===== config.mk =====
export PLATFORM = sky130hd
export DESIGN_NAME = lsm_front
export DESIGN_NICKNAME = d
export VERILOG_FILES = /design/src/lsm_pkg.sv /design/src/lsm_front.sv
export SDC_FILE = /design/constraint.sdc
export NUM_CORES = 1
export LEC_CHECK = 0
export ABC_AREA = 1
export BUFFER_PORTS_ARGS = -buffer_cell sky130_fd_sc_hd__buf_2
export CORE_MARGIN = 2
export CORE_UTILIZATION = 45
export CTS_BUF_LIST = sky130_fd_sc_hd__clkbuf_8
export CTS_CLUSTER_DIAMETER = 60
export CTS_CLUSTER_SIZE = 14
export DETAILED_ROUTE_END_ITERATION = 6
export PLACE_DENSITY = 0.65
export SLEW_MARGIN = 40
export SYNTH_ARGS = -nofsm -noshare
export SYNTH_HDL_FRONTEND = slang
export SYNTH_SLANG_ARGS = --single-unit

===== constraint.sdc =====
create_clock -name clk -period 6.14 [get_ports clk]
set_input_delay 1.228 -clock clk [delete_from_list [all_inputs] [get_ports clk]]
set_output_delay 1.228 -clock clk [all_outputs]
set_load 0.1 [all_outputs]

===== src/lsm_pkg.sv =====
// Shared types, constants and helpers of the linear symbol mapper.
package lsm_pkg;

	localparam int SYM_W    = 8;
	localparam int SAMP_W   = 16;
	localparam int MODE_W   = 3;
	localparam int BPS_W    = 4;
	localparam int QUAD_W   = 3;
	localparam int AMP_W    = 15;
	localparam int STEP_W   = 16;
	localparam int ADDR_W   = 5;
	localparam int DATA_W   = 32;
	localparam int XY_W     = 32;
	localparam int ANG_W    = 24;
	localparam int SAT_W    = 40;
	localparam int CORDIC_STEPS = 17;

	localparam logic signed [XY_W-1:0]   CORDIC_X0  = 32'sd652032874;
	localparam logic signed [SAMP_W-1:0] UNIT_LEVEL = 16'sd16384;
	localparam logic signed [SAMP_W-1:0] QPSK_LEVEL = 16'sd11585;
	localparam logic signed [SAMP_W-1:0] OOK_LEVEL  = 16'sd23170;

	// arctan(2^-i) in units of 2^-24 turn
	localparam logic signed [ANG_W-1:0] ATAN_TURN24 [CORDIC_STEPS] = '{
		24'sd2097152, 24'sd1238021, 24'sd654136, 24'sd332050, 24'sd166669,
		24'sd83416, 24'sd41718, 24'sd20860, 24'sd10430, 24'sd5215,
		24'sd2608, 24'sd1304, 24'sd652, 24'sd326, 24'sd163, 24'sd81, 24'sd41
	};

	typedef enum logic [MODE_W-1:0] {
		MODE_ASK  = 3'd0,
		MODE_QAM  = 3'd1,
		MODE_PSK  = 3'd2,
		MODE_DPSK = 3'd3,
		MODE_BPSK = 3'd4,
		MODE_QPSK = 3'd5,
		MODE_OOK  = 3'd6
	} mode_t;

	typedef enum logic [2:0] {
		REG_MODE  = 3'd0,
		REG_BPS   = 3'd1,
		REG_QUAD  = 3'd2,
		REG_AMP   = 3'd3,
		REG_PHASE = 3'd4
	} reg_idx_t;

	typedef enum logic [1:0] {
		KIND_FIX   = 2'd0,
		KIND_LEVEL = 2'd1,
		KIND_ROT   = 2'd2
	} kind_t;

	typedef struct packed {
		logic [MODE_W-1:0] mode;
		logic [BPS_W-1:0]  bits_per_symbol;
		logic [QUAD_W-1:0] quad_bits;
		logic [AMP_W-1:0]  amplitude_step;
		logic [STEP_W-1:0] phase_step;
	} lsm_cfg_t;

	typedef struct packed {
		logic                     rot;
		logic [1:0]               quad;
		logic signed [XY_W-1:0]   x;
		logic signed [XY_W-1:0]   y;
		logic signed [ANG_W-1:0]  z;
		logic signed [SAMP_W-1:0] fix_i;
		logic signed [SAMP_W-1:0] fix_q;
		logic                     err;
	} lsm_stage_t;

	function automatic logic signed [SAMP_W-1:0] sat16(input logic signed [SAT_W-1:0] v);
		if (v > SAT_W'(32767))
			return 16'sh7FFF;
		else if (v < -SAT_W'(32768))
			return 16'sh8000;
		else
			return v[SAMP_W-1:0];
	endfunction

endpackage


===== src/lsm_front.sv =====
// Symbol decode, level scaling, phase accumulation and quadrant fold.
module lsm_front #(
	parameter int MAX_BITS   = 8,
	parameter int PHASE_BITS = 16
) (
	input  logic                     clk,
	input  logic                     arst_n,
	input  lsm_pkg::lsm_cfg_t        cfg,
	input  logic                     sym_valid,
	output logic                     sym_ready,
	input  logic [lsm_pkg::SYM_W-1:0] symbol,
	output logic                     dn_valid,
	input  logic                     dn_ready,
	output lsm_pkg::lsm_stage_t      dn_data
);
	import lsm_pkg::*;

	localparam int GW = (MAX_BITS > SYM_W) ? MAX_BITS : SYM_W;
	localparam int CW = GW + 2;
	localparam int PW = CW + AMP_W + 1;

	function automatic logic [SYM_W-1:0] gray_dec(input logic [SYM_W-1:0] s);
		logic [SYM_W-1:0] b;
		for (int i = 0; i < SYM_W; i++)
			b[i] = ^(s >> i);
		return b;
	endfunction

	// 2g - 2^bits + 1
	function automatic logic signed [CW-1:0] level_coef(input logic [SYM_W-1:0] g,
			input logic [BPS_W-1:0] bits);
		logic [CW-2:0] pow;
		pow = (CW-1)'(1) << bits;
		return $signed({1'b0, (CW-2)'(g), 1'b1}) - $signed({1'b0, pow});
	endfunction

	logic                   accept;
	logic                   en_s1;
	logic                   en_s2;
	logic [BPS_W-1:0]       m;
	logic [BPS_W-1:0]       mq;
	logic [BPS_W-1:0]       mi;
	logic                   err;
	logic [SYM_W-1:0]       g_all;
	logic [SYM_W-1:0]       g_hi;
	logic [SYM_W-1:0]       g_lo;
	logic signed [CW-1:0]   coef_i;
	logic signed [CW-1:0]   coef_q;
	logic [PHASE_BITS-1:0]  phase_inc;
	logic [PHASE_BITS-1:0]  phase_new;
	logic [PHASE_BITS-1:0]  phase_d;
	logic                   upd_phase;
	kind_t                  kind_d;
	logic signed [SAMP_W-1:0] fix_i_d;
	logic signed [SAMP_W-1:0] fix_q_d;

	logic [PHASE_BITS-1:0]  diff_phase_q;

	logic                   valid_s1;
	kind_t                  kind_s1;
	logic                   err_s1;
	logic signed [SAMP_W-1:0] fix_i_s1;
	logic signed [SAMP_W-1:0] fix_q_s1;
	logic signed [PW-1:0]   prod_i_s1;
	logic signed [PW-1:0]   prod_q_s1;
	logic [PHASE_BITS-1:0]  phase_s1;

	logic                   valid_s2;
	lsm_stage_t             stage_s2;
	lsm_stage_t             stage_d;
	logic [ANG_W-1:0]       p24;
	logic [ANG_W:0]         p_sum;
	logic [2:0]             k3;
	logic signed [ANG_W:0]  z_full;

	assign en_s2     = !valid_s2 || dn_ready;
	assign en_s1     = !valid_s1 || en_s2;
	assign sym_ready = en_s1;
	assign accept    = sym_valid && sym_ready;
	assign dn_valid  = valid_s2;
	assign dn_data   = stage_s2;

	// symbol decode
	always_comb begin
		if (cfg.bits_per_symbol == '0)
			m = BPS_W'(1);
		else if (cfg.bits_per_symbol > BPS_W'(MAX_BITS))
			m = BPS_W'(MAX_BITS);
		else
			m = cfg.bits_per_symbol;
		mq        = (BPS_W'(cfg.quad_bits) > m) ? m : BPS_W'(cfg.quad_bits);
		mi        = m - mq;
		err       = (symbol >> m) != '0;
		g_all     = gray_dec(symbol);
		g_hi      = gray_dec(symbol >> mq);
		g_lo      = gray_dec(symbol & ~(8'hFF << mq));
		phase_inc = PHASE_BITS'(24'(g_all) * 24'(cfg.phase_step));
		phase_new = diff_phase_q + phase_inc;
	end

	always_comb begin
		kind_d    = KIND_FIX;
		fix_i_d   = '0;
		fix_q_d   = '0;
		coef_i    = '0;
		coef_q    = '0;
		phase_d   = phase_inc;
		upd_phase = 1'b0;
		if (!err) begin
			case (cfg.mode)
				MODE_ASK: begin
					kind_d = KIND_LEVEL;
					coef_i = level_coef(g_all, m);
				end
				MODE_QAM: begin
					kind_d = KIND_LEVEL;
					coef_i = level_coef(g_hi, mi);
					coef_q = level_coef(g_lo, mq);
				end
				MODE_PSK: begin
					kind_d = KIND_ROT;
				end
				MODE_DPSK: begin
					kind_d    = KIND_ROT;
					phase_d   = phase_new;
					upd_phase = 1'b1;
				end
				MODE_BPSK: begin
					fix_i_d = (symbol != '0) ? -UNIT_LEVEL : UNIT_LEVEL;
				end
				MODE_QPSK: begin
					fix_i_d = symbol[0] ? -QPSK_LEVEL : QPSK_LEVEL;
					fix_q_d = symbol[1] ? -QPSK_LEVEL : QPSK_LEVEL;
				end
				MODE_OOK: begin
					fix_i_d = (symbol == '0) ? OOK_LEVEL : '0;
				end
				default: ;
			endcase
		end
	end

	always_ff @(posedge clk or negedge arst_n) begin
		if (!arst_n)
			diff_phase_q <= '0;
		else if (accept && upd_phase)
			diff_phase_q <= phase_new;
	end

	always_ff @(posedge clk or negedge arst_n) begin
		if (!arst_n)
			valid_s1 <= 1'b0;
		else if (en_s1)
			valid_s1 <= sym_valid;
	end

	always_ff @(posedge clk) begin
		if (accept) begin
			kind_s1   <= kind_d;
			err_s1    <= err;
			fix_i_s1  <= fix_i_d;
			fix_q_s1  <= fix_q_d;
			prod_i_s1 <= coef_i * $signed({1'b0, cfg.amplitude_step});
			prod_q_s1 <= coef_q * $signed({1'b0, cfg.amplitude_step});
			phase_s1  <= phase_d;
		end
	end

	// fold the phase to the nearest quarter turn
	always_comb begin
		p24     = ANG_W'(phase_s1) << (ANG_W - PHASE_BITS);
		p_sum   = {1'b0, p24} + (ANG_W+1)'(1 << 21);
		k3      = p_sum[ANG_W:ANG_W-2];
		z_full  = $signed({1'b0, p24}) - $signed({k3, 22'b0});
		stage_d = '0;
		stage_d.err = err_s1;
		case (kind_s1)
			KIND_LEVEL: begin
				stage_d.fix_i = sat16(SAT_W'(prod_i_s1));
				stage_d.fix_q = sat16(SAT_W'(prod_q_s1));
			end
			KIND_ROT: begin
				stage_d.rot  = 1'b1;
				stage_d.quad = k3[1:0];
				stage_d.x    = CORDIC_X0;
				stage_d.z    = z_full[ANG_W-1:0];
			end
			default: begin
				stage_d.fix_i = fix_i_s1;
				stage_d.fix_q = fix_q_s1;
			end
		endcase
	end

	always_ff @(posedge clk or negedge arst_n) begin
		if (!arst_n)
			valid_s2 <= 1'b0;
		else if (en_s2)
			valid_s2 <= valid_s1;
	end

	always_ff @(posedge clk) begin
		if (en_s2 && valid_s1)
			stage_s2 <= stage_d;
	end

`ifndef SYNTHESIS
	a_phase_hold: assert property (@(posedge clk) disable iff (!arst_n)
		!(accept && upd_phase) |=> $stable(diff_phase_q))
		else $error("differential phase moved without a DPSK transaction");
`endif

endmodule


==> qor.yml <==
grt_usage: 0.2583
drtAntennaViolNets: 0
hold_viol: 0
synth_warnings: 0
worstSetupPathType: "input pin to flip-flop"
cts.reportedPaths.clkPinSlew_ps: 80
crit_path_max_fanout: 8
nNetsFinal: 3966
fp.coreArea_mm2: 0.04885
syn_area_mm2: 0.02225
critPathSlowestCell: "fa_1"
layout_setup_ws_ps: -2876
crit_arrival_ps: 9260
htree_levels: 4
cellLeakagePower_uw: 0.01578
grt_setup_unrepaired: "yes"
drt-initial-drc-count: 1193
grt_max_degree: 53
hold_depth: 0
fin_crit_ps: 9016
slew_viol_final: 0
drt_pre_antenna_iters: 7
timing.max_cap.violations: 0
post-place-ws_ps: -3562
numCtsBuffers: 17
slew_headroom: 0.5224
initial_utilization: 0.4554
dp.cells: 3959
ys_seq_area_frac: 0.1998
drc: 0
fp.dieW_um: 226.3
cts_sinks: 151
violations: "setup timing"
synth_flop_cell: "edfxtp_1"
clkLatencyLatePin_ps: 510
cts_root_buffer: "clkbuf_8"
hp-class: "flip-flop to flip-flop"
end_kind: "flip-flop"
wl_per_cell_um: 16.11
slowest_delay_ps: 550
drive_gt1_frac: 0.3686
clockBufferDepth: 2
hpwl_um: 52280
p_total_uw: 15840
p_per_area_mw_per_mm2: 510.4
globalRouteOverflowTotal: 0
rows: 81
num_vias: 20270
ys_seq_elements: 151
wirelength_um: 65860
synthCells: 2749
die_y_um: 226.3
antenna_found_initial: 4
grt_pass1_wl_um: 103400
port_buffers: 124
reg2reg_depth: 12
yosysUniqueCellTypes: 53
clock.fmax_mhz: 110.9
critical_path.startpoint_type: "input pin"
synth_edf_count: 133
peakVddDrop_v: 0.001159
die-area_mm2: 0.05123
worstMarginPinSlew_ps: 716.4
cp.required_ps: 6390
finalInstanceArea_mm2: 0.03102
dpl_cell_area_mm2: 0.02754
finalClockSkew_ps: 19.57
setup_tns_ps: -109430
io_pins: 179
cts_tree: "done"
vias_per_cell: 4.958
grt_pass1_vias: 20550
synth.avg_cell_area_um2: 8.092
gp_congestion: 0.9418
async_reset_ff_frac: 0.1192
period_share: 1.468
fin_cells: 4089
status: "finished with violations"
setup_violations: 57
syn2layout_area_growth_pct: 39.47
[cell families after synthesis]
family | Yosys count | synth area share
and+or+nand+nor | 1107 | 0.2036
buffers and inverters | 655 | 0.1263
adders and majority gates | 502 | 0.3738
AOI/OAI and AO/OA | 240 | 0.05996
DFF | 151 | 0.1998
xor gates and xnor gates | 92 | 0.03622
other | 2 | 0.0003376
[final timing paths]
check	start	slack, ps	to
hold / removal	err_s1$_DFFE_PP_	440	dn_data[0]$_DFFE_PP_
hold reg to reg	err_s1$_DFFE_PP_	440	dn_data[0]$_DFFE_PP_
max in group asynchronous	arst_n	5140	diff_phase_q[4]$_DFFE_PN0P_
setup reg to reg	diff_phase_q[4]$_DFFE_PN0P_	3820	phase_s1[15]$_DFFE_PP_
min in group asynchronous	arst_n	650	diff_phase_q[12]$_DFFE_PN0P_
setup / recovery	cfg[35]	-2880	prod_i_s1[24]$_DFFE_PP_
[routing by layer]
| metal | vias to the layer above | wire, um | part of all wire | GRT usage |
|---|---|---|---|---|
| met1 | 9852 | 29070 | 0.44 | 0.3566 |
| met4 | 6 | 1699 | 0.026 | 0.07895 |
| met3 | 104 | 3656 | 0.056 | 0.02980 |
| met2 | 592 | 31390 | 0.48 | 0.4266 |
| li1 | 9720 | - | - | - |
| met5 | - | 42 | 0.00064 | 0 |
[cells in the final DEF, fill, tap and decap left out, drive strengths merged, types with 61 or more instances in the layout]
cell type    n
buf        713
nand2      648
inv        517
nor2       302
fa         271
ha         231
edfxtp     133
nand3      113
o21ai       97
a21oi       96
xor2        61
[power by group]
| part | internal [uW] | switching [uW] |
|---|---|---|
| sequential | 1490 | 101 |
| clock | 280 | 416 |
| combinational | 6470 | 7080 |
[area by class of cell]
| cell class | count | area (um^2) |
|---|---|---|
| Fill cell | 4140 | 17820 |
| Tap cell | 664 | 830.8 |
| Timing Repair Buffer | 714 | 5420 |
| Inverter | 530 | 2049 |
| Multi-Input combinational cell | 1997 | 17940 |
| Clock buffer | 17 | 234.0 |
| Sequential cell | 151 | 4444 |
| Antenna cell | 1 | 2.502 |
| Clock inverter | 15 | 103.9 |
[critical path, delay by kind of cell]
kind,cells,cell delay [ps]
AOI/OAI and AO/OA,16,2280
xor gates and xnor gates,1,210
adders and majority gates,10,3780
buffers and inverters,9,640
and+or+nand+nor,11,1110
[cells in the mapped netlist, drive strengths merged (7+ instances only)]
master,count,area share
xnor2,31,0.012
o21ai,97,0.022
clkinv,17,0.0029
nand4,13,0.0037
nand2,648,0.11
inv,513,0.087
ha,231,0.13
fa,271,0.24
nor3,15,0.0034
clkbuf,31,0.0052
buf,94,0.031
a21oi,96,0.022
edfxtp,133,0.18
nand3,113,0.026
a31oi,7,0.0020
a21o,8,0.0027
nor2,302,0.055
o21bai,7,0.0024
nor4,7,0.0020
xor2,61,0.024
dfrtp,18,0.020
[state kept, by name, indices dropped and copies added (netlist names)]
| name | count |
|---|---|
| dn_data | 52 |
| prod_i_s1 | 26 |
| prod_q_s1 | 26 |
| diff_phase_q | 16 |
| phase_s1 | 16 |
| fix_i_s1 | 7 |
| fix_q_s1 | 3 |
| kind_s1 | 2 |
| dn_valid | 1 |
| err_s1 | 1 |
| valid_s1 | 1 |
[per-stage QoR]
stage               hold WS [ps]  utilization
floorplan                  400.3            -
detailed placement         416.0       0.5638
global route               446.0       0.6351
finish                     437.9       0.6351
global placement           403.7       0.5635
CTS                        440.3       0.6088
[what timing repair did]
action,in CTS,in global routing
hold buffers,0,0
setup buffers,72,38
pin swaps,205,156
endpoints found under the setup margin,64,66
gates cloned,0,0
gates resized for setup,306,249
No activity file was read; power rests on OpenSTA's default activity.
