==> src/lsm_pkg.sv <==
// Shared types, constants and helpers of the linear symbol mapper.
package lsm_pkg;

	localparam int SYM_W    = 8;
	localparam int SAMP_W   = 16;
	localparam int MODE_W   = 3;
	localparam int BPS_W    = 4;
	localparam int QUAD_W   = 3;
	localparam int AMP_W    = 15;
	localparam int STEP_W   = 16;
	localparam int ADDR_W   = 5;
	localparam int DATA_W   = 32;
	localparam int XY_W     = 32;
	localparam int ANG_W    = 24;
	localparam int SAT_W    = 40;
	localparam int CORDIC_STEPS = 17;

	localparam logic signed [XY_W-1:0]   CORDIC_X0  = 32'sd652032874;
	localparam logic signed [SAMP_W-1:0] UNIT_LEVEL = 16'sd16384;
	localparam logic signed [SAMP_W-1:0] QPSK_LEVEL = 16'sd11585;
	localparam logic signed [SAMP_W-1:0] OOK_LEVEL  = 16'sd23170;

	// arctan(2^-i) in units of 2^-24 turn
	localparam logic signed [ANG_W-1:0] ATAN_TURN24 [CORDIC_STEPS] = '{
		24'sd2097152, 24'sd1238021, 24'sd654136, 24'sd332050, 24'sd166669,
		24'sd83416, 24'sd41718, 24'sd20860, 24'sd10430, 24'sd5215,
		24'sd2608, 24'sd1304, 24'sd652, 24'sd326, 24'sd163, 24'sd81, 24'sd41
	};

	typedef enum logic [MODE_W-1:0] {
		MODE_ASK  = 3'd0,
		MODE_QAM  = 3'd1,
		MODE_PSK  = 3'd2,
		MODE_DPSK = 3'd3,
		MODE_BPSK = 3'd4,
		MODE_QPSK = 3'd5,
		MODE_OOK  = 3'd6
	} mode_t;

	typedef enum logic [2:0] {
		REG_MODE  = 3'd0,
		REG_BPS   = 3'd1,
		REG_QUAD  = 3'd2,
		REG_AMP   = 3'd3,
		REG_PHASE = 3'd4
	} reg_idx_t;

	typedef enum logic [1:0] {
		KIND_FIX   = 2'd0,
		KIND_LEVEL = 2'd1,
		KIND_ROT   = 2'd2
	} kind_t;

	typedef struct packed {
		logic [MODE_W-1:0] mode;
		logic [BPS_W-1:0]  bits_per_symbol;
		logic [QUAD_W-1:0] quad_bits;
		logic [AMP_W-1:0]  amplitude_step;
		logic [STEP_W-1:0] phase_step;
	} lsm_cfg_t;

	typedef struct packed {
		logic                     rot;
		logic [1:0]               quad;
		logic signed [XY_W-1:0]   x;
		logic signed [XY_W-1:0]   y;
		logic signed [ANG_W-1:0]  z;
		logic signed [SAMP_W-1:0] fix_i;
		logic signed [SAMP_W-1:0] fix_q;
		logic                     err;
	} lsm_stage_t;

	function automatic logic signed [SAMP_W-1:0] sat16(input logic signed [SAT_W-1:0] v);
		if (v > SAT_W'(32767))
			return 16'sh7FFF;
		else if (v < -SAT_W'(32768))
			return 16'sh8000;
		else
			return v[SAMP_W-1:0];
	endfunction

endpackage

==> src/lsm_regs.sv <==
// APB configuration registers of the linear symbol mapper.
module lsm_regs (
	input  logic                      clk,
	input  logic                      arst_n,
	input  logic                      psel,
	input  logic                      penable,
	input  logic                      pwrite,
	input  logic [lsm_pkg::ADDR_W-1:0] paddr,
	input  logic [lsm_pkg::DATA_W-1:0] pwdata,
	output logic [lsm_pkg::DATA_W-1:0] prdata,
	output logic                      pready,
	output lsm_pkg::lsm_cfg_t         cfg
);
	import lsm_pkg::*;

	lsm_cfg_t cfg_q;
	logic     wr_en;

	assign pready = 1'b1;
	assign wr_en  = psel & penable & pwrite & pready;
	assign cfg    = cfg_q;

	always_ff @(posedge clk or negedge arst_n) begin
		if (!arst_n) begin
			cfg_q.mode            <= MODE_ASK;
			cfg_q.bits_per_symbol <= BPS_W'(1);
			cfg_q.quad_bits       <= QUAD_W'(1);
			cfg_q.amplitude_step  <= AMP_W'(16384);
			cfg_q.phase_step      <= STEP_W'(32768);
		end else if (wr_en) begin
			case (paddr[4:2])
				REG_MODE:  cfg_q.mode            <= pwdata[MODE_W-1:0];
				REG_BPS:   cfg_q.bits_per_symbol <= pwdata[BPS_W-1:0];
				REG_QUAD:  cfg_q.quad_bits       <= pwdata[QUAD_W-1:0];
				REG_AMP:   cfg_q.amplitude_step  <= pwdata[AMP_W-1:0];
				REG_PHASE: cfg_q.phase_step      <= pwdata[STEP_W-1:0];
				default: ;
			endcase
		end
	end

	always_comb begin
		case (paddr[4:2])
			REG_MODE:  prdata = DATA_W'(cfg_q.mode);
			REG_BPS:   prdata = DATA_W'(cfg_q.bits_per_symbol);
			REG_QUAD:  prdata = DATA_W'(cfg_q.quad_bits);
			REG_AMP:   prdata = DATA_W'(cfg_q.amplitude_step);
			REG_PHASE: prdata = DATA_W'(cfg_q.phase_step);
			default:   prdata = '0;
		endcase
	end

endmodule

==> config.mk <==
export PLATFORM = sky130hd
export DESIGN_NAME = lsm_regs
export DESIGN_NICKNAME = d
export VERILOG_FILES = /design/src/lsm_pkg.sv /design/src/lsm_regs.sv
export SDC_FILE = /design/constraint.sdc
export NUM_CORES = 1
export LEC_CHECK = 0
export BUFFER_PORTS_ARGS = -buffer_cell sky130_fd_sc_hd__buf_2
export CAP_MARGIN = 20
export CORE_MARGIN = 2
export CORE_UTILIZATION = 43
export DETAILED_ROUTE_END_ITERATION = 10
export PLACE_DENSITY = 0.78
export SKIP_CTS_REPAIR_TIMING = 1
export SKIP_LAST_GASP = 1
export SLEW_MARGIN = 20
export SYNTH_ARGS = -nofsm -noshare
export SYNTH_HDL_FRONTEND = slang
export SYNTH_SLANG_ARGS = --single-unit
==> constraint.sdc <==
create_clock -name clk -period 2.27 [get_ports clk]
set_clock_uncertainty 0.15 [all_clocks]
set_input_delay 0.1135 -clock clk [delete_from_list [all_inputs] [get_ports clk]]
set_output_delay 0.1135 -clock clk [all_outputs]
set_load 0.005 [all_outputs]
==> metrics, run 1 <==
die height 73.3 um; critical path launch point type flop; synthesized flop and latch total 41; RD Place Congestion 0.758; I/O pin count 116; GRT Total Usage 16.0%; Root Buffer clkbuf_8; RR Startpoint cfg[18]; Routed WL per cell 15.0 um; share of cells above drive strength 1 57.2%; CTS max path bufs 2; CP endpoint kind output port; die width 73.3 um; via/cell ratio 4.99; 1st-pass router iterations 4; Area contributors post-synth dfrtp_1 45%, mux2_2 18%, mux2_4 7.3%; Core Region 0.00469 mm2; post-DP HPWL 3060 um; Period Utilization, post-route 71.5%; Remaining DRCs 0; Critical Path Max Stage Delay 0.41 ns; number of library cell types mapped by synthesis 30; global-route wire length before repair 6360 um; most frequent cell after synthesis dfrtp_1; WP data arrival 1.36 ns; Max Slew Vio Count 0; Yosys warning count 0; H-tree depth 2; unrepaired setup endpoints after global routing no; largest net degree at the start of global routing 42; Mapped Area 0.00207 mm2; met2 routed WL 2260 um; highest routed layer met4; IO buf count 80; post-route ant nets 0; flop-to-flop setup slack 1.32 ns; Tmin final 1.62 ns; max reg flops 41; Hold Crit Class input port to flop; Worst Path Required 2.01 ns; Final Hold Fails 0; Syn-to-layout area delta 31.7%; reg2reg end cfg[18]; DP Worst Slack 0.641 ns; Iter 0 DRT Violations 61; Worst VDD drop 0.408 mV; CTS buffer count 5; worst skew pair latency 0.28 ns; Worst Path Buf+Inv 1; Initial Util 44.0%; CP top delay family flip-flops; PD cells 749 mW/mm2; FF-to-FF path depth 1; placed cells 279; vias in the first global route 1293; status finished clean; crit path kind flop to output port; Synth async-reset ratio 100%; maxcap violations 0; EDFF count, synth 0; hold_sp penable; met1 wire length 2030 um; Mapped Cells 150; Slew @ Worst Pin 0.891 ns; worst hold path depth 4; Max Clk Rate 616 MHz; post-route insts no fill 304; # fillers 390; grt total ovfl 0; P_leak 0.00141 uW; area share of the largest cell type after synthesis 44.8%; sequential area share after synthesis 49.9%; Critical-path top delay cell dfrtp_1; max_slew headroom 40.6%; Crit Path Max Fanout 3; Top FF cell, synth dfrtp_1; initial antenna violation count 0; crit-path cells mux2_2 > a21oi_1 > o22ai_1 > buf_2; Mean Syn Cell Area 13.8 um2; clk sinks 41; post-synth top area cell dfrtp_1; CTS tree yes; number of setup violations in the final report 0; Vias 1517; Nets 291; final wirelength 4560 um; clock slew at reported path FFs 0.08 ns; post-route setup TNS 0 ns; die area 0.00537 mm2; standard-cell rows 25; # diodes 0; met3 wire length 234 um; Hold Path End cfg[18]; post-route setup slack 0.647 ns; Commonest cells post-synth 37 x dfrtp_1, 33 x mux2_2, 19 x buf_4, 11 x a22o_1, 10 x mux2_4
## worst min-delay path: cells and delay by family
family        cells  cell delay (ns)
simple gates      2             0.15
buf+inv           1             0.12
mux               1             0.22
## layer usage
layer | global-route usage [%] | vias to the layer above
met5 | 0 | -
met4 | 4.85 | 0
met3 | 4.66 | 2
met2 | 25.8 | 57
met1 | 20.9 | 750
li1 | - | 708
## placed cells by master, fill, tap and decap left out, types with 2 or more instances in the layout
master,n
a22o_1,11
conb_1,17
nor2b_1,2
a22oi_1,3
buf_2,80
dfstp_2,4
dlygate4sd3_1,17
o22ai_1,2
dfrtp_1,37
buf_4,5
mux2_4,10
a21oi_1,3
clkbuf_8,5
mux2_2,33
nand3b_1,2
nor3b_1,3
## where the power goes
part / internal, uW / switching (uW)
Clock: 326 / 237
Combinational: 301 / 184
Sequential: 884 / 106
Total: 1510 / 528
## cell families after synthesis
| group | after synthesis | synth area share (%) |
|---|---|---|
| DFF | 41 | 49.9 |
| AOI/OAI and AO/OA | 21 | 7.99 |
| other | 2 | 0.364 |
| and+or+nand+nor | 17 | 7.03 |
| muxes | 44 | 25.7 |
| buffers and inverters | 25 | 8.96 |
## per-stage QoR
step / instance area (um2) / power (uW) / hold slack [ns] / util, %
floorplan: 2120 / 1250 / -0.332 / -
global placement: 2440 / 1450 / 0.134 / 52.1
detailed placement: 2440 / 1470 / 0.147 / 52.1
CTS: 2550 / 2040 / -0.184 / 54.3
global route: 2720 / 2160 / 0.194 / 58.0
finish: 2720 / 2040 / 0.192 / 58.0
## area by class of cell
class	instances	area [um2]	share of cell area (%)
clock buffer	6	72.6	2.67
clock inverter	2	35.0	1.29
timing repair buffer	102	608	22.4
multi-input combinational	99	906	33.3
sequential	41	1030	37.9
tap	54	67.6	2.48
## worst max-delay path by stage
stage	from	to	slack, ns	cells after the start
final	cfg[17]	prdata[1]	0.65	4
after global routing	cfg[17]	prdata[1]	0.60	4
after CTS	cfg[36]	prdata[2]	0.66	4
after detailed placement	paddr[4]	cfg[32]	0.64	4
after global placement	paddr[3]	cfg[4]	0.65	5
after floorplan	paddr[4]	cfg[10]	0.76	6
Note: power is estimated with default switching activity, not from simulation.
==> run 2: changes to the inputs <==
Settings changed: ABC_AREA set to 1, PLACE_DENSITY 0.78 to 0.77.
Clock period 2.27 ns to 1.5 ns, I/O delays scaled along.
==> run 2 against run 1 <==
Net effect:
- sequential share of layout area fell by 1.1 points
- core utilization grew 0.18 points
- critical path depth is 1 higher
- wire length increased by 18%
- global-route usage grew 4.1 points
- die area increased by 5.4%
- power rose by 44%
- clock power increased by 23%
- synthesized cell count increased by 77%
- worst hold slack got worse by 0.12 ns
==> metrics, run 2 <==
status finished clean (unchanged); Synth async-reset ratio 100% (unchanged); share of cells above drive strength 1 30.1% (was 57.2%); Mapped Area 0.00218 mm2 (was 0.00207 mm2); fin util 58.2% (was 58.0%); vias in the first global route 1804 (was 1293); EDFF count, synth 0 (unchanged); largest net degree at the start of global routing 27 (was 42); Iter 0 DRT Violations 119 (was 61); Root Buffer clkbuf_8 (unchanged); unrepaired setup endpoints after global routing yes (was no); clk sinks 41 (unchanged); DP Worst Slack 0.135 ns (was 0.641 ns); post-route cell area 0.00280 mm2 (was 0.00272 mm2); GRT Total Usage 20.1% (was 16.0%); Yosys warning count 0 (unchanged); H-tree depth 2 (unchanged); sequential area share after synthesis 47.2% (was 49.9%); CTS buffer count 5 (unchanged); Crit Path Max Fanout 3 (unchanged); global-route wire length before repair 8450 um (was 6360 um); Mean Syn Cell Area 8.24 um2 (was 13.8 um2); most common cell after layout, fill and taps aside nand2_1 (was buf_2); IO buf count 80 (unchanged); CTS tree yes (unchanged); die height 75.3 um (was 73.3 um); max reg flops 41 (unchanged); 1st-pass router iterations 4 (unchanged); CP endpoint kind output port (unchanged); # diodes 0 (unchanged); Core Region 0.00482 mm2 (was 0.00469 mm2); Design Power 2940 uW (was 2040 uW); initial antenna violation count 0 (unchanged); WP data arrival 1.22 ns (was 1.36 ns); post-synth top area cell dfrtp_1 (unchanged); Vias 2000 (was 1517); worst skew pair latency 0.29 ns (was 0.28 ns); PD cells 1050 mW/mm2 (was 749 mW/mm2); Tmin final 1.45 ns; clock slew at reported path FFs 0.08 ns (about the same); Mapped Cells 265 (was 150); Max Clk Rate 691 MHz; number of library cell types mapped by synthesis 22 (was 30); number of setup violations in the final report 0 (unchanged); Remaining DRCs 0 (unchanged); standard-cell rows 25 (unchanged); Commonest cells post-synth 85 x nand2_1, 37 x dfrtp_1, 27 x o21ai_0, 25 x inv_1 (was 37 x dfrtp_1, 33 x mux2_2, 19 x buf_4, 11 x a22o_1, 10 x mux2_4); Syn-to-layout area delta 28.3% (was 31.7%); Worst Path Required 1.27 ns (was 2.01 ns); critical path launch point type flop (unchanged); most frequent cell after synthesis nand2_1 (was dfrtp_1); via/cell ratio 4.66 (was 4.99); post-DP HPWL 3870 um (was 3060 um); post-route setup slack 0.0527 ns (was 0.647 ns); grt total ovfl 0 (unchanged); CTS max path bufs 2 (unchanged); die area 0.00566 mm2 (was 0.00537 mm2); Initial Util 45.3% (was 44.0%); Top FF cell, synth dfrtp_1 (unchanged); area share of the largest cell type after synthesis 42.4% (was 44.8%); Final Hold Fails 0 (unchanged); final wirelength 5390 um (was 4560 um); synthesized flop and latch total 41 (unchanged); Area contributors post-synth dfrtp_1 42%, nand2_1 15%, buf_4 6.9% (was dfrtp_1 45%, mux2_2 18%, mux2_4 7.3%); maxcap violations 0 (unchanged); Max Slew Vio Count 0 (unchanged); placed cells 404 (was 279); Nets 403 (was 291); post-route ant nets 0 (unchanged); Hold Crit Class input port to flop (unchanged); P_leak 0.00159 uW (was 0.00141 uW); Period Utilization, post-route 96.5%; post-route insts no fill 429 (was 304); Cell Area, Placed 0.00255 mm2 (was 0.00244 mm2); RD Place Congestion 0.784 (was 0.758); crit path kind flop to output port (unchanged); most frequent cells in the layout 85 x nand2_1, 80 x buf_2, 37 x dfrtp_1 (was 80 x buf_2, 37 x dfrtp_1, 33 x mux2_2); Worst VDD drop 0.495 mV (was 0.408 mV); I/O pin count 116 (unchanged); die width 75.3 um (was 73.3 um); Routed WL per cell 12.6 um (was 15.0 um)
-- run 2: cell families (layout without fill, tap and decap cells) --
group / after synthesis / count (layout) / share of synthesized area [%]
other: 2 / 17 / 0.344
flip-flops: 41 / 41 / 47.2
AO/OA/AOI/OAI: 41 / 41 / 10.1
AND/OR/NAND/NOR: 125 / 125 / 26.9
buffers and inverters: 56 / 138 / 15.5
-- run 2: area by class of cell --
cell class	instances	area, um2
Inverter	28	111
Clock inverter	1	7.51
Tap cell	67	83.8
Timing Repair Buffer	102	621
Clock buffer	7	76.3
Fill cell	470	2020
Multi-Input combinational cell	183	871
Sequential cell	41	1030
-- run 2: final timing paths --
kind | slack [ns] | endpoint | cells after the start | from
min | 0.07 | cfg[39] | 4 | penable
max | 0.05 | prdata[0] | 5 | cfg[34]
min reg2reg | 0.33 | cfg[15] | 2 | cfg[15]
max in group asynchronous | 0.55 | cfg[30] | 3 | arst_n
min in group asynchronous | 0.11 | cfg[24] | 2 | arst_n
max reg2reg | 0.58 | cfg[30] | 2 | cfg[30]
-- run 2: routing by layer --
| metal | GRT usage [%] | vias up | part of all wire, % |
|---|---|---|---|
| li1 | - | 998 | - |
| met1 | 26.5 | 913 | 44 |
| met2 | 32.4 | 82 | 47 |
| met3 | 4.82 | 7 | 7.0 |
| met4 | 7.60 | 0 | 1.4 |
| met5 | 0 | - | 0 |
-- run 2: stage by stage --
stage                     TNS [ns]  hold WS (ns)
final                            0        0.0732
after global routing      -0.00408         0.115
after CTS                        0        -0.451
after detailed placement         0        -0.126
after global placement           0        -0.129
after floorplan                  0        -0.371
-- run 2: worst max-delay path: stages, from the launching register on --
cell	delay, ns
dfstp_2	0.55
nand4_1	0.10
nand2_1	0.09
nor2_1	0.04
nand2_1	0.04
buf_2	0.10
-- run 2: report_power, final --
part	switching, uW	leakage [uW]	internal (uW)
Clock	366	0.0000385	329
Sequential	161	0.000505	1340
Combinational	387	0.00104	352
