**src/lsm_pkg.sv**
```systemverilog
// Shared types, constants and helpers of the linear symbol mapper.
package lsm_pkg;

	localparam int SYM_W    = 8;
	localparam int SAMP_W   = 16;
	localparam int MODE_W   = 3;
	localparam int BPS_W    = 4;
	localparam int QUAD_W   = 3;
	localparam int AMP_W    = 15;
	localparam int STEP_W   = 16;
	localparam int ADDR_W   = 5;
	localparam int DATA_W   = 32;
	localparam int XY_W     = 32;
	localparam int ANG_W    = 24;
	localparam int SAT_W    = 40;
	localparam int CORDIC_STEPS = 17;

	localparam logic signed [XY_W-1:0]   CORDIC_X0  = 32'sd652032874;
	localparam logic signed [SAMP_W-1:0] UNIT_LEVEL = 16'sd16384;
	localparam logic signed [SAMP_W-1:0] QPSK_LEVEL = 16'sd11585;
	localparam logic signed [SAMP_W-1:0] OOK_LEVEL  = 16'sd23170;

	// arctan(2^-i) in units of 2^-24 turn
	localparam logic signed [ANG_W-1:0] ATAN_TURN24 [CORDIC_STEPS] = '{
		24'sd2097152, 24'sd1238021, 24'sd654136, 24'sd332050, 24'sd166669,
		24'sd83416, 24'sd41718, 24'sd20860, 24'sd10430, 24'sd5215,
		24'sd2608, 24'sd1304, 24'sd652, 24'sd326, 24'sd163, 24'sd81, 24'sd41
	};

	typedef enum logic [MODE_W-1:0] {
		MODE_ASK  = 3'd0,
		MODE_QAM  = 3'd1,
		MODE_PSK  = 3'd2,
		MODE_DPSK = 3'd3,
		MODE_BPSK = 3'd4,
		MODE_QPSK = 3'd5,
		MODE_OOK  = 3'd6
	} mode_t;

	typedef enum logic [2:0] {
		REG_MODE  = 3'd0,
		REG_BPS   = 3'd1,
		REG_QUAD  = 3'd2,
		REG_AMP   = 3'd3,
		REG_PHASE = 3'd4
	} reg_idx_t;

	typedef enum logic [1:0] {
		KIND_FIX   = 2'd0,
		KIND_LEVEL = 2'd1,
		KIND_ROT   = 2'd2
	} kind_t;

	typedef struct packed {
		logic [MODE_W-1:0] mode;
		logic [BPS_W-1:0]  bits_per_symbol;
		logic [QUAD_W-1:0] quad_bits;
		logic [AMP_W-1:0]  amplitude_step;
		logic [STEP_W-1:0] phase_step;
	} lsm_cfg_t;

	typedef struct packed {
		logic                     rot;
		logic [1:0]               quad;
		logic signed [XY_W-1:0]   x;
		logic signed [XY_W-1:0]   y;
		logic signed [ANG_W-1:0]  z;
		logic signed [SAMP_W-1:0] fix_i;
		logic signed [SAMP_W-1:0] fix_q;
		logic                     err;
	} lsm_stage_t;

	function automatic logic signed [SAMP_W-1:0] sat16(input logic signed [SAT_W-1:0] v);
		if (v > SAT_W'(32767))
			return 16'sh7FFF;
		else if (v < -SAT_W'(32768))
			return 16'sh8000;
		else
			return v[SAMP_W-1:0];
	endfunction

endpackage

```
**src/lsm_cordic_cell.sv**
```systemverilog
// One CORDIC micro-rotation with its pipeline register.
module lsm_cordic_cell #(
	parameter int                                STEP = 0,
	parameter logic signed [lsm_pkg::ANG_W-1:0] ATAN = 24'sd0
) (
	input  logic                clk,
	input  logic                arst_n,
	input  logic                up_valid,
	output logic                up_ready,
	input  lsm_pkg::lsm_stage_t up_data,
	output logic                dn_valid,
	input  logic                dn_ready,
	output lsm_pkg::lsm_stage_t dn_data
);
	import lsm_pkg::*;

	logic                   valid_q;
	lsm_stage_t             data_q;
	lsm_stage_t             data_d;
	logic signed [XY_W-1:0] dx;
	logic signed [XY_W-1:0] dy;

	assign up_ready = !valid_q || dn_ready;
	assign dn_valid = valid_q;
	assign dn_data  = data_q;

	always_comb begin
		dx     = up_data.y >>> STEP;
		dy     = up_data.x >>> STEP;
		data_d = up_data;
		if (!up_data.z[ANG_W-1]) begin
			data_d.x = up_data.x - dx;
			data_d.y = up_data.y + dy;
			data_d.z = up_data.z - ATAN;
		end else begin
			data_d.x = up_data.x + dx;
			data_d.y = up_data.y - dy;
			data_d.z = up_data.z + ATAN;
		end
	end

	always_ff @(posedge clk or negedge arst_n) begin
		if (!arst_n)
			valid_q <= 1'b0;
		else if (up_ready)
			valid_q <= up_valid;
	end

	always_ff @(posedge clk) begin
		if (up_ready && up_valid)
			data_q <= data_d;
	end

`ifndef SYNTHESIS
	a_stall_hold: assert property (@(posedge clk) disable iff (!arst_n)
		valid_q && !dn_ready |=> valid_q && $stable(data_q))
		else $error("CORDIC stage lost or changed a stalled transaction");
`endif

endmodule

```
**config.mk**
```make
export PLATFORM = sky130hd
export DESIGN_NAME = lsm_cordic_cell
export DESIGN_NICKNAME = d
export VERILOG_FILES = /design/src/lsm_pkg.sv /design/src/lsm_cordic_cell.sv
export SDC_FILE = /design/constraint.sdc
export NUM_CORES = 1
export LEC_CHECK = 0
export BUFFER_PORTS_ARGS = -buffer_cell sky130_fd_sc_hd__buf_2
export CAP_MARGIN = 25
export CORE_MARGIN = 2
export CORE_UTILIZATION = 45
export CTS_CLUSTER_SIZE = 24
export DETAILED_ROUTE_END_ITERATION = 8
export PLACE_DENSITY = 0.75
export SYNTH_ARGS = -nofsm -noshare
export SYNTH_HDL_FRONTEND = slang
export SYNTH_SLANG_ARGS = --single-unit
```
**constraint.sdc**
```tcl
create_clock -name clk -period 4.4 [get_ports clk]
set_clock_uncertainty 0.1 [all_clocks]
set_input_delay 0.44 -clock clk [delete_from_list [all_inputs] [get_ports clk]]
set_output_delay 0.44 -clock clk [all_outputs]
set_load 0.01 [all_outputs]
```
==> results.ini, run 1 <==
[status]
outcome = finished, final reports clean

[power]
leakagePower_nw = 5.04
power-per-cell-area_nw_per_um2 = 355
fin_total_pwr_mw = 4.08
vdd_ir_drop_max_uv = 253

[sta]
setup_repair_after_global_routing_missed_its_margin = false
min_period_ps = 3190
final_min_period_over_clock_period = 0.726
maximum_clock_rate_mhz = 313
max_slew.worst_pin.slew_ps = 866
maxSlewViolCount = 0
report.final.hold_viol_count = 0
layout_setup_ws_ps = 1210
timing.setup.tns_ps = 0
final-setup-viol-count = 0
timing.slew.headroom = 0.422

[die]
die-height_um = 149
effective_utilization_at_floorplan = 0.463
row_count = 52
fp.coreArea_um2 = 20400
die_area_um2 = 22100
top_level_ports = 254
chipWidth_um = 149

[route]
met2_wirelength_mm = 13.2
routedLengthMet1_mm = 13.2
postRouteWirelength_mm = 30.2
first_iter_violations = 928
via_count = 8623
via_per_inst = 5.76
wire_per_inst_um = 20.1
number_of_antenna_violating_nets_in_the_routed_design = 0
first_pass_iters = 9
remaining_drc_errors = 0
dr_wl_met3_mm = 3.12
dr.max_layer_used = met4

[setup_path]
worst_setup_path_start_kind = input pin
worst_setup_path_end_kind = flop
path_max_fanout = 14
worst-endpoint-arrival_ps = 3230
critical_path_class = in -> reg
critPathRequiredTime_ps = 4430

[placed_design]
post-dp-hpwl_mm = 24.0
place_worst_setup_slack_ps = 816
place.gp.congestion = 0.990
port-buffer-count = 253
numPlacedInstances = 1463

[clock_network]
clock-root-buffer = clkbuf_16
tritoncts = built
clock_sinks = 124
cts.repair.resized = 0
cts.reportedPaths.clkPinSlew_ps = 60
cts_htree_levels = 4
worst_skew_pair.late_latency_ps = 400
max-clock-path-buffers = 2
number_of_buffers_added_by_the_clock_tree_synthesis_step = 17

[synthesis]
post_synth_mux_area_share = 0.00956
synthesized_instance_count = 974
yosysUniqueCellTypes = 79
syn-num-nets = 1199
sequential_share_of_the_synthesized_area = 0.394
synth_top_cell_by_area = edfxtp_1
synth_warnings = 0
synth_edf_count = 123
main_combinational_cell_family_by_area_after_synthesis = compound AO/OA/AOI/OAI gates
yosys.area_share.adder = 0.131
yosys-top-cells-area = edfxtp_1 39%, ha_1 12%, a21oi_1 6.1%
dominantRegCellSynth = edfxtp_1
synth.avg_cell_area_um2 = 9.68
synth_top_area_frac = 0.392
yosys_reg_bits = 124
post-synth-top-count-cell = edfxtp_1
synth-xor-area-share = 0.0567
synth_compound_area_frac = 0.232
asyncSetResetFlopFracSynth = 0.00806
synth.cell_area_um2 = 9430
synthSimpleGateAreaFrac = 0.109
most_common_library_cells_after_synthesis = 123 x edfxtp_1, 114 x a21oi_1, 94 x ha_1

[final_layout]
stdcell_count = 1498
design.final.nets = 1438
layout-drive-gt1-share = 0.268
flow.area_growth_from_synthesis_pct = 21.7
layout.core_utilization = 0.563

[grt]
grtUsageTotal = 0.264
antenna_found_initial = 2
number_of_global_route_vias_before_repair = 8076
wire_length_of_the_first_global_routing_pass_mm = 45.5
pin_count_of_the_biggest_net_entering_global_routing = 105
gr-total-overflow = 0

[run]
cap_violations = 0

[hold_path]
worst_hold_path_class = in -> reg

[registers in the layout (all words and copies together) (netlist names)]
name / flops
dn_data: 123
dn_valid: 1
[kinds of logic after synthesis]
| logic type | Yosys count |
|---|---|
| AOI/OAI and AO/OA | 332 |
| adders and majority gates | 97 |
| buffers and inverters | 138 |
| DFF | 124 |
| xor gates and xnor gates | 61 |
| and+or+nand+nor | 213 |
| muxes | 9 |
[power by group]
part           switching, mW  internal (mW)
clock network          0.538          0.905
registers             0.0274           1.45
logic                  0.726          0.429
total                   1.29           2.78
[area by class of cell]
class	count	area, um^2
Fill cell	1835	8890
Multi-Input combinational cell	712	5070
Sequential cell	124	3720
Timing Repair Buffer	265	1370
Clock buffer	18	429
Inverter	93	354
Tap cell	270	338
Clock inverter	14	185
Antenna cell	2	5.00
[path summary, 6_finish.rpt]
check                                  from  cells past startpoint  slack (ps)           to
worst max-delay path            up_data[63]                     11        1210  dn_data[86]
worst min-delay path            up_data[30]                      1         110  dn_data[30]
worst max register to register     dn_valid                      3        2520  dn_data[84]
worst min register to register     dn_valid                      2         490     dn_valid
max in group asynchronous            arst_n                      2        3880     dn_valid
min in group asynchronous            arst_n                      2         240     dn_valid
[placed cells by master (no fill, tap or decap), types with 5 or more instances in the layout]
cell type    n
buf_2      253
edfxtp_1   123
a21oi_1    114
ha_1        94
inv_1       92
o21ai_0     69
nand2_1     55
nor2_1      53
xnor2_1     49
nor3_1      24
o21bai_1    21
a21o_1      20
nor2b_1     18
clkbuf_16   17
nand3_1     15
xor2_1      12
o21a_1      11
nand4_1     11
buf_4       10
mux2i_1      9
nand2b_1     8
a31oi_1      8
a211oi_1     7
nor4_1       6
o31ai_1      6
a221oi_1     6
or2_2        6
o22ai_1      6
a21boi_0     5
inv_6        5
o21ai_1      5
[timing repair]
item / 4_1_cts / 5_1_grt
endpoints found under the setup margin: 0 / 0
hold endpoints to repair: 1 / 0
hold buffers: 1 / 0
setup buffers: 0 / 0
[stage by stage]
| step | hold WS (ps) | area, um^2 |
|---|---|---|
| detailed placement | 116 | 10800 |
| global placement | 115 | 10800 |
| floorplan | 44.4 | 9430 |
| CTS | 101 | 11500 |
| global route | 93.9 | 11500 |
| finish | 112 | 11500 |
[layer usage]
metal / up-vias / track usage
li1: 4009 / -
met1: 4041 / 0.388
met2: 526 / 0.402
met3: 47 / 0.0419
met4: 0 / 0.0795
met5: - / 0
[critical path, cell delays in order]
cell      delay (ps)
buf_2            110
inv_1             50
ha_1             490
nor3_1           440
nand2_1          120
a21oi_2          250
o221ai_2         190
o41ai_2          580
a31o_2           280
a211oi_2          80
xor2_1           190
No activity file was read; power rests on OpenSTA's default activity.
==> run 2: changes to the inputs <==
- PLACE_DENSITY: 0.75 -> 0.78
- clock period: 4.4 -> 2.9 ns (I/O delays scaled with it)
==> run 2 against run 1 <==
Against the previous run:
- power rose by 67%
- critical endpoint is now dn_data[87]
- combinational power increased by 88%
- critical path depth increased by 2
- non-clock buffer count grew 244
- via count up 11%
- sequential share of layout area fell by 5.0 points
- highest routed layer unchanged
- setup slack got worse by 1100 ps
- sequential power rose by 52%
- worst hold slack got worse by 33 ps
==> results.ini, run 2 (synthesized netlist as in run 1, its figures left out) <==
[final_layout]
design.final.nets = 1682  ; was 1438
final_cell_mix = 253 x buf_2, 192 x buf_4, 123 x edfxtp_1  ; was 253 x buf_2, 123 x edfxtp_1, 114 x a21oi_1
layout-drive-gt1-share = 0.350  ; was 0.268
seqCellArea_um2 = 3720  ; unchanged
layout_commonest_cell = buf_2  ; unchanged
stdcell_area_um2 = 13500  ; was 11500 um^2
filler_cell_count = 1598  ; was 1835
number_of_flip_flops_under_the_largest_register_name = 123  ; unchanged
layout.core_utilization = 0.665  ; was 0.563
multi_input_area_um2 = 5100  ; was 5070 um^2
flow.area_growth_from_synthesis_pct = 43.7  ; was 21.7%

[setup_path]
worst-endpoint-arrival_ps = 2860  ; was 3230 ps
critical_path_class = in -> reg  ; unchanged
critical_path.max_stage_delay_ps = 510  ; was 580 ps
r2r.worst_path.cells = 3  ; unchanged
cpMaxStageDelayCell = nor3_1  ; was o41ai_2
worst_setup_path_start_kind = input pin  ; unchanged
path_max_fanout = 10  ; was 14
critPathMostFrequentCell = buf_4
critPathRequiredTime_ps = 2940  ; was 4430 ps
cp_cell_sequence = buf_2, inv_1, ha_1, nor3_1, buf_4, o311ai_2, nand2_1, a221oi_2, buf_4, a31oi_2, a311oi_2, o22ai_1, xnor2_1  ; was buf_2, inv_1, ha_1, nor3_1, nand2_1, a21oi_2, o221ai_2, o41ai_2, a31o_2, a211oi_2, xor2_1
worst_setup_path_end_kind = flop  ; unchanged

[sta]
timing.setup.tns_ps = 0  ; unchanged
report.final.hold_viol_count = 0  ; unchanged
maxSlewViolCount = 0  ; unchanged
maximum_clock_rate_mhz = 355
layout_setup_ws_ps = 85.0  ; was 1210 ps
timing.slew.headroom = 0.466  ; was 0.422
max_slew.worst_pin.slew_ps = 801  ; was 866 ps
final-setup-viol-count = 0  ; unchanged
min_period_ps = 2820
setup_repair_after_global_routing_missed_its_margin = true  ; was false
timing.hold.ws_ps = 79.6  ; was 112 ps
final_min_period_over_clock_period = 0.971

[clock_network]
worst_skew_pair.late_latency_ps = 410  ; was 400 ps
clock-root-buffer = clkbuf_16  ; unchanged
tritoncts = built  ; unchanged
cts.reportedPaths.clkPinSlew_ps = 60  ; about the same
cts_htree_levels = 4  ; unchanged
number_of_buffers_added_by_the_clock_tree_synthesis_step = 17  ; unchanged
max-clock-path-buffers = 2  ; unchanged
clock_sinks = 124  ; unchanged

[grt]
met1_usage = 0.409  ; was 0.388
number_of_global_route_vias_before_repair = 9138  ; was 8076
grtUsageTotal = 0.291  ; was 0.264
grt.busiest_layer = met2  ; unchanged
wire_length_of_the_first_global_routing_pass_mm = 50.0  ; was 45.5 mm
met3_usage = 0.0526  ; was 0.0419
pin_count_of_the_biggest_net_entering_global_routing = 102  ; was 105
antenna_found_initial = 2  ; unchanged
global_route.usage.met2 = 0.458  ; was 0.402
gr-total-overflow = 0  ; unchanged

[status]
outcome = finished, final reports clean  ; unchanged

[route]
first_pass_iters = 5  ; was 9
first_iter_violations = 907  ; was 928
wire_per_inst_um = 19.0  ; was 20.1 um
postRouteWirelength_mm = 33.1  ; was 30.2 mm
remaining_drc_errors = 0  ; unchanged
via_count = 9555  ; was 8623
via_per_inst = 5.49  ; was 5.76
number_of_antenna_violating_nets_in_the_routed_design = 0  ; unchanged

[run]
cap_violations = 0  ; unchanged

[power]
clockPowerShare = 0.349  ; was 0.354
vdd_ir_drop_max_uv = 433  ; was 253 uV
leakagePower_nw = 6.22  ; was 5.04 nW
comb_power_share = 0.319  ; was 0.283
internal_power_mw = 4.72  ; was 2.78 mW
power-per-cell-area_nw_per_um2 = 501  ; was 355 nW/um^2
switching_power_mw = 2.07  ; was 1.29 mW
switching_share = 0.305  ; was 0.317
share_seq_of_total_power = 0.332  ; was 0.363

[placed_design]
place_worst_setup_slack_ps = -313  ; was 816 ps
port-buffer-count = 253  ; unchanged
post-dp-hpwl_mm = 25.8  ; was 24.0 mm
place.gp.congestion = 1.01  ; was 0.990
dpl_cell_area_um2 = 12200  ; was 10800 um^2

[die]
top_level_ports = 254  ; unchanged
die_area_um2 = 22100  ; unchanged
row_count = 52  ; unchanged
die-height_um = 149  ; unchanged
fp.coreArea_um2 = 20400  ; unchanged
chipWidth_um = 149  ; unchanged
effective_utilization_at_floorplan = 0.463  ; unchanged

[hold_path]
worst_hold_path_class = in -> async  ; was in -> reg

-- run 2: cell type report --
cell class,count,share of cell area
inverters,93,0.0261
repair buffers,509,0.249
well taps,270,0.0249
multi-input cells,712,0.376
diodes,2,0.000369
flip-flops and latches,124,0.274
clock buffers,18,0.0317
clock inverters,14,0.0170
-- run 2: metal layers --
metal | vias to the layer above | part of all wire
li1 | 4494 | -
met1 | 4455 | 0.44
met2 | 543 | 0.45
met3 | 63 | 0.094
met4 | 0 | 0.024
met5 | - | 0
-- run 2: per-stage QoR --
stage	instances	total power [mW]
final	1742	6.79
after global placement	1647	4.28
after detailed placement	1647	4.32
after CTS	1740	6.75
after global routing	1742	7.06
after floorplan	974	3.39
-- run 2: final timing paths --
kind                                  start           to  slack (ps)
worst max-delay path            up_data[65]  dn_data[87]          80
worst min-delay path                 arst_n     dn_valid          80
worst max register to register     dn_valid  dn_data[79]         980
worst min register to register     dn_valid     dn_valid         500
max in group asynchronous            arst_n     dn_valid        2530
min in group clk                   dn_ready     dn_valid         140
-- run 2: power by group through the flow --
| stage | Clock [mW] | Sequential (mW) | Combinational (mW) |
|---|---|---|---|
| 2_1_floorplan | 0 | 2.37 | 1.02 |
| 3_3_place_gp | 0 | 2.28 | 2.01 |
| 3_5_place_dp | 0 | 2.28 | 2.03 |
| 4_1_cts | 2.39 | 2.25 | 2.11 |
| 5_1_grt | 2.48 | 2.26 | 2.32 |
| 6_report | 2.37 | 2.25 | 2.16 |
-- run 2: worst max-delay path: cells and delay by family --
family	cells	cell delay [ps]
AOI/OAI and AO/OA	5	900
xor gates and xnor gates	1	100
adders and majority gates	1	430
buffers and inverters	4	510
and+or+nand+nor	2	630
-- run 2: what timing repair did --
action,CTS,global route
setup buffers,0,0
hold buffers,61,0
resized for setup,0,5
endpoints found under the setup margin,0,7
endpoints found under the hold margin,61,0
==> run 3: changes to the inputs <==
- CORE_UTILIZATION: 45 -> 49
- PLACE_DENSITY: 0.78 -> 0.83
==> run 3 against run 2 <==
Against the previous run:
- sequential share of layout area down 0.068 points
- worst hold slack better by 61 ps
- combinational power up 3%
- setup slack worse by 21 ps
- highest routed layer is now met5
==> results.ini, run 3 (synthesized netlist as in run 1, its figures left out) <==
[clock_network]
clock-root-buffer = clkbuf_16  ; unchanged
number_of_buffers_added_by_the_clock_tree_synthesis_step = 17  ; unchanged
clock_sinks = 124  ; unchanged
cts_htree_levels = 4  ; unchanged
cts_setup_buffers = 0  ; unchanged
tritoncts = built  ; unchanged
cts.reportedPaths.clkPinSlew_ps = 70  ; was 60 ps
worst_skew_pair.late_latency_ps = 410  ; about the same
max-clock-path-buffers = 2  ; unchanged

[setup_path]
worstReg2RegStart = dn_valid  ; unchanged
worst_setup_path_start_kind = input pin  ; unchanged
critPathRequiredTime_ps = 2950  ; was 2940 ps
path_max_fanout = 3  ; was 10
worst-endpoint-arrival_ps = 2890  ; was 2860 ps
r2r.worst_path.cells = 3  ; unchanged
r2r_setup_slack_ps = 1130  ; was 980 ps
cp_cell_sequence = buf_2, ha_1, fa_1, nor3b_1, o311ai_2, nand2_1, a221oi_2, buf_4, a31oi_2, a311oi_2, o21ai_1, xnor2_1  ; was buf_2, inv_1, ha_1, nor3_1, buf_4, o311ai_2, nand2_1, a221oi_2, buf_4, a31oi_2, a311oi_2, o22ai_1, xnor2_1
worst-path-buf-inv = 2  ; was 4
cpMaxStageDelayCell = fa_1  ; was nor3_1
critical_path.max_stage_delay_ps = 400  ; was 510 ps
worst_setup_path_end_kind = flop  ; unchanged
end_of_the_worst_register_to_register_path = dn_data[22]  ; was dn_data[79]
crit_cells = 12  ; was 13
critical_path_class = in -> reg  ; unchanged
critical_path.top_delay_family = compound AO/OA/AOI/OAI gates  ; unchanged

[sta]
final-setup-viol-count = 0  ; unchanged
layout_setup_ws_ps = 63.9  ; was 85.0 ps
min_period_ps = 2840  ; was 2820 ps
timing.hold.ws_ps = 141  ; was 79.6 ps
final_min_period_over_clock_period = 0.978  ; was 0.971
report.final.hold_viol_count = 0  ; unchanged
maximum_clock_rate_mhz = 353  ; was 355 MHz
max_slew.worst_pin.slew_ps = 636  ; was 801 ps
timing.slew.headroom = 0.571  ; was 0.466
timing.setup.tns_ps = 0  ; unchanged
maxSlewViolCount = 0  ; unchanged

[route]
wire_per_inst_um = 20.4  ; was 19.0 um
first_pass_iters = 6  ; was 5
via_per_inst = 5.80  ; was 5.49
number_of_antenna_violating_nets_in_the_routed_design = 0  ; unchanged
first_iter_violations = 1286  ; was 907
via_count = 9982  ; was 9555
remaining_drc_errors = 0  ; unchanged
postRouteWirelength_mm = 35.2  ; was 33.1 mm

[placed_design]
numPlacedInstances = 1625  ; was 1647
post-dp-hpwl_mm = 26.2  ; was 25.8 mm
dpl_cell_area_um2 = 12300  ; was 12200 um^2
place.gp.congestion = 1.03  ; was 1.01
place_worst_setup_slack_ps = -335  ; was -313 ps
port-buffer-count = 253  ; unchanged

[final_layout]
stdcell_area_um2 = 13600  ; was 13500 um^2
final_cell_mix = 253 x buf_2, 204 x buf_4, 123 x edfxtp_1  ; was 253 x buf_2, 192 x buf_4, 123 x edfxtp_1
flow.area_growth_from_synthesis_pct = 44.1  ; was 43.7%
stdcell_count = 1721  ; was 1742
layout.core_utilization = 0.724  ; was 0.665
layout-drive-gt1-share = 0.359  ; was 0.350
number_of_flip_flops_under_the_largest_register_name = 123  ; unchanged
design.final.nets = 1696  ; was 1682
layout_commonest_cell = buf_2  ; unchanged

[grt]
pin_count_of_the_biggest_net_entering_global_routing = 71  ; was 102
antenna_found_initial = 5  ; was 2
grtUsageTotal = 0.336  ; was 0.291
gr-total-overflow = 0  ; unchanged
wire_length_of_the_first_global_routing_pass_mm = 52.4  ; was 50.0 mm
number_of_global_route_vias_before_repair = 9642  ; was 9138

[power]
internal_power_mw = 4.43  ; was 4.72 mW
comb_power_share = 0.337  ; was 0.319
switching_power_mw = 2.17  ; was 2.07 mW
fin_total_pwr_mw = 6.59  ; was 6.79 mW
power-per-cell-area_nw_per_um2 = 485  ; was 501 nW/um^2
switching_share = 0.329  ; was 0.305
vdd_ir_drop_max_uv = 418  ; was 433 uV
clockPowerShare = 0.321  ; was 0.349
leakagePower_nw = 6.26  ; was 6.22 nW
share_seq_of_total_power = 0.342  ; was 0.332

[die]
fp.coreArea_um2 = 18800  ; was 20400 um^2
top_level_ports = 254  ; unchanged
die_area_um2 = 20400  ; was 22100 um^2
chipWidth_um = 143  ; was 149 um
die-height_um = 143  ; was 149 um
row_count = 50  ; was 52
effective_utilization_at_floorplan = 0.502  ; was 0.463

[run]
cap_violations = 0  ; unchanged

[hold_path]
worst_hold_path_class = in -> async  ; unchanged

[status]
outcome = finished, final reports clean  ; unchanged

run 3: changes by cell type in the layout (fill, tap and decap cells not counted), sizes merged:
cell / delta
buf: +14
bufinv: -4
clkinvlp: +2
diode: +1
inv: +2
run 3: power groups by stage:
| stage | logic (mW) | clock network, mW | registers [mW] |
|---|---|---|---|
| floorplan | 1.02 | 0 | 2.37 |
| global placement | 2.02 | 0 | 2.28 |
| detailed placement | 2.05 | 0 | 2.28 |
| CTS | 2.13 | 2.12 | 2.25 |
| global route | 2.36 | 2.21 | 2.27 |
| finish | 2.22 | 2.12 | 2.26 |
run 3: worst max-delay path by stage:
stage                     slack [ps]           end        start
after floorplan                  130  dn_data[115]  up_data[57]
after global placement          -230   dn_data[87]  up_data[57]
after detailed placement        -330   dn_data[87]  up_data[57]
after CTS                         70   dn_data[87]  up_data[57]
after global routing             -40   dn_data[83]  up_data[57]
final                             60   dn_data[83]  up_data[57]
run 3: layout make-up:
| class | instances | area, um^2 |
|---|---|---|
| Fill cell | 1355 | 5180 |
| Multi-Input combinational cell | 712 | 5110 |
| Sequential cell | 124 | 3720 |
| Timing Repair Buffer | 523 | 3510 |
| Clock buffer | 18 | 439 |
| Inverter | 93 | 354 |
| Tap cell | 234 | 293 |
| Clock inverter | 14 | 148 |
| Antenna cell | 3 | 7.51 |
run 3: worst reg2reg max path: cells and delay by family, from the launching register on:
| family | cells | cell delay [ps] |
|---|---|---|
| buffers and inverters | 1 | 350 |
| DFF | 1 | 390 |
| and+or+nand+nor | 2 | 580 |
run 3: repair_timing:
| item | CTS | global route |
|---|---|---|
| hold buffers | 61 | 0 |
| endpoints found under the hold margin | 61 | 0 |
| setup endpoints to repair | 0 | 8 |
| gates resized for setup | 0 | 7 |
run 3: layer usage:
layer	vias up	global-route usage	wire, um
met2	728	0.529	15800
li1	4526	-	-
met3	119	0.0815	4220
met5	-	0	21
met4	4	0.147	1480
met1	4605	0.441	13700
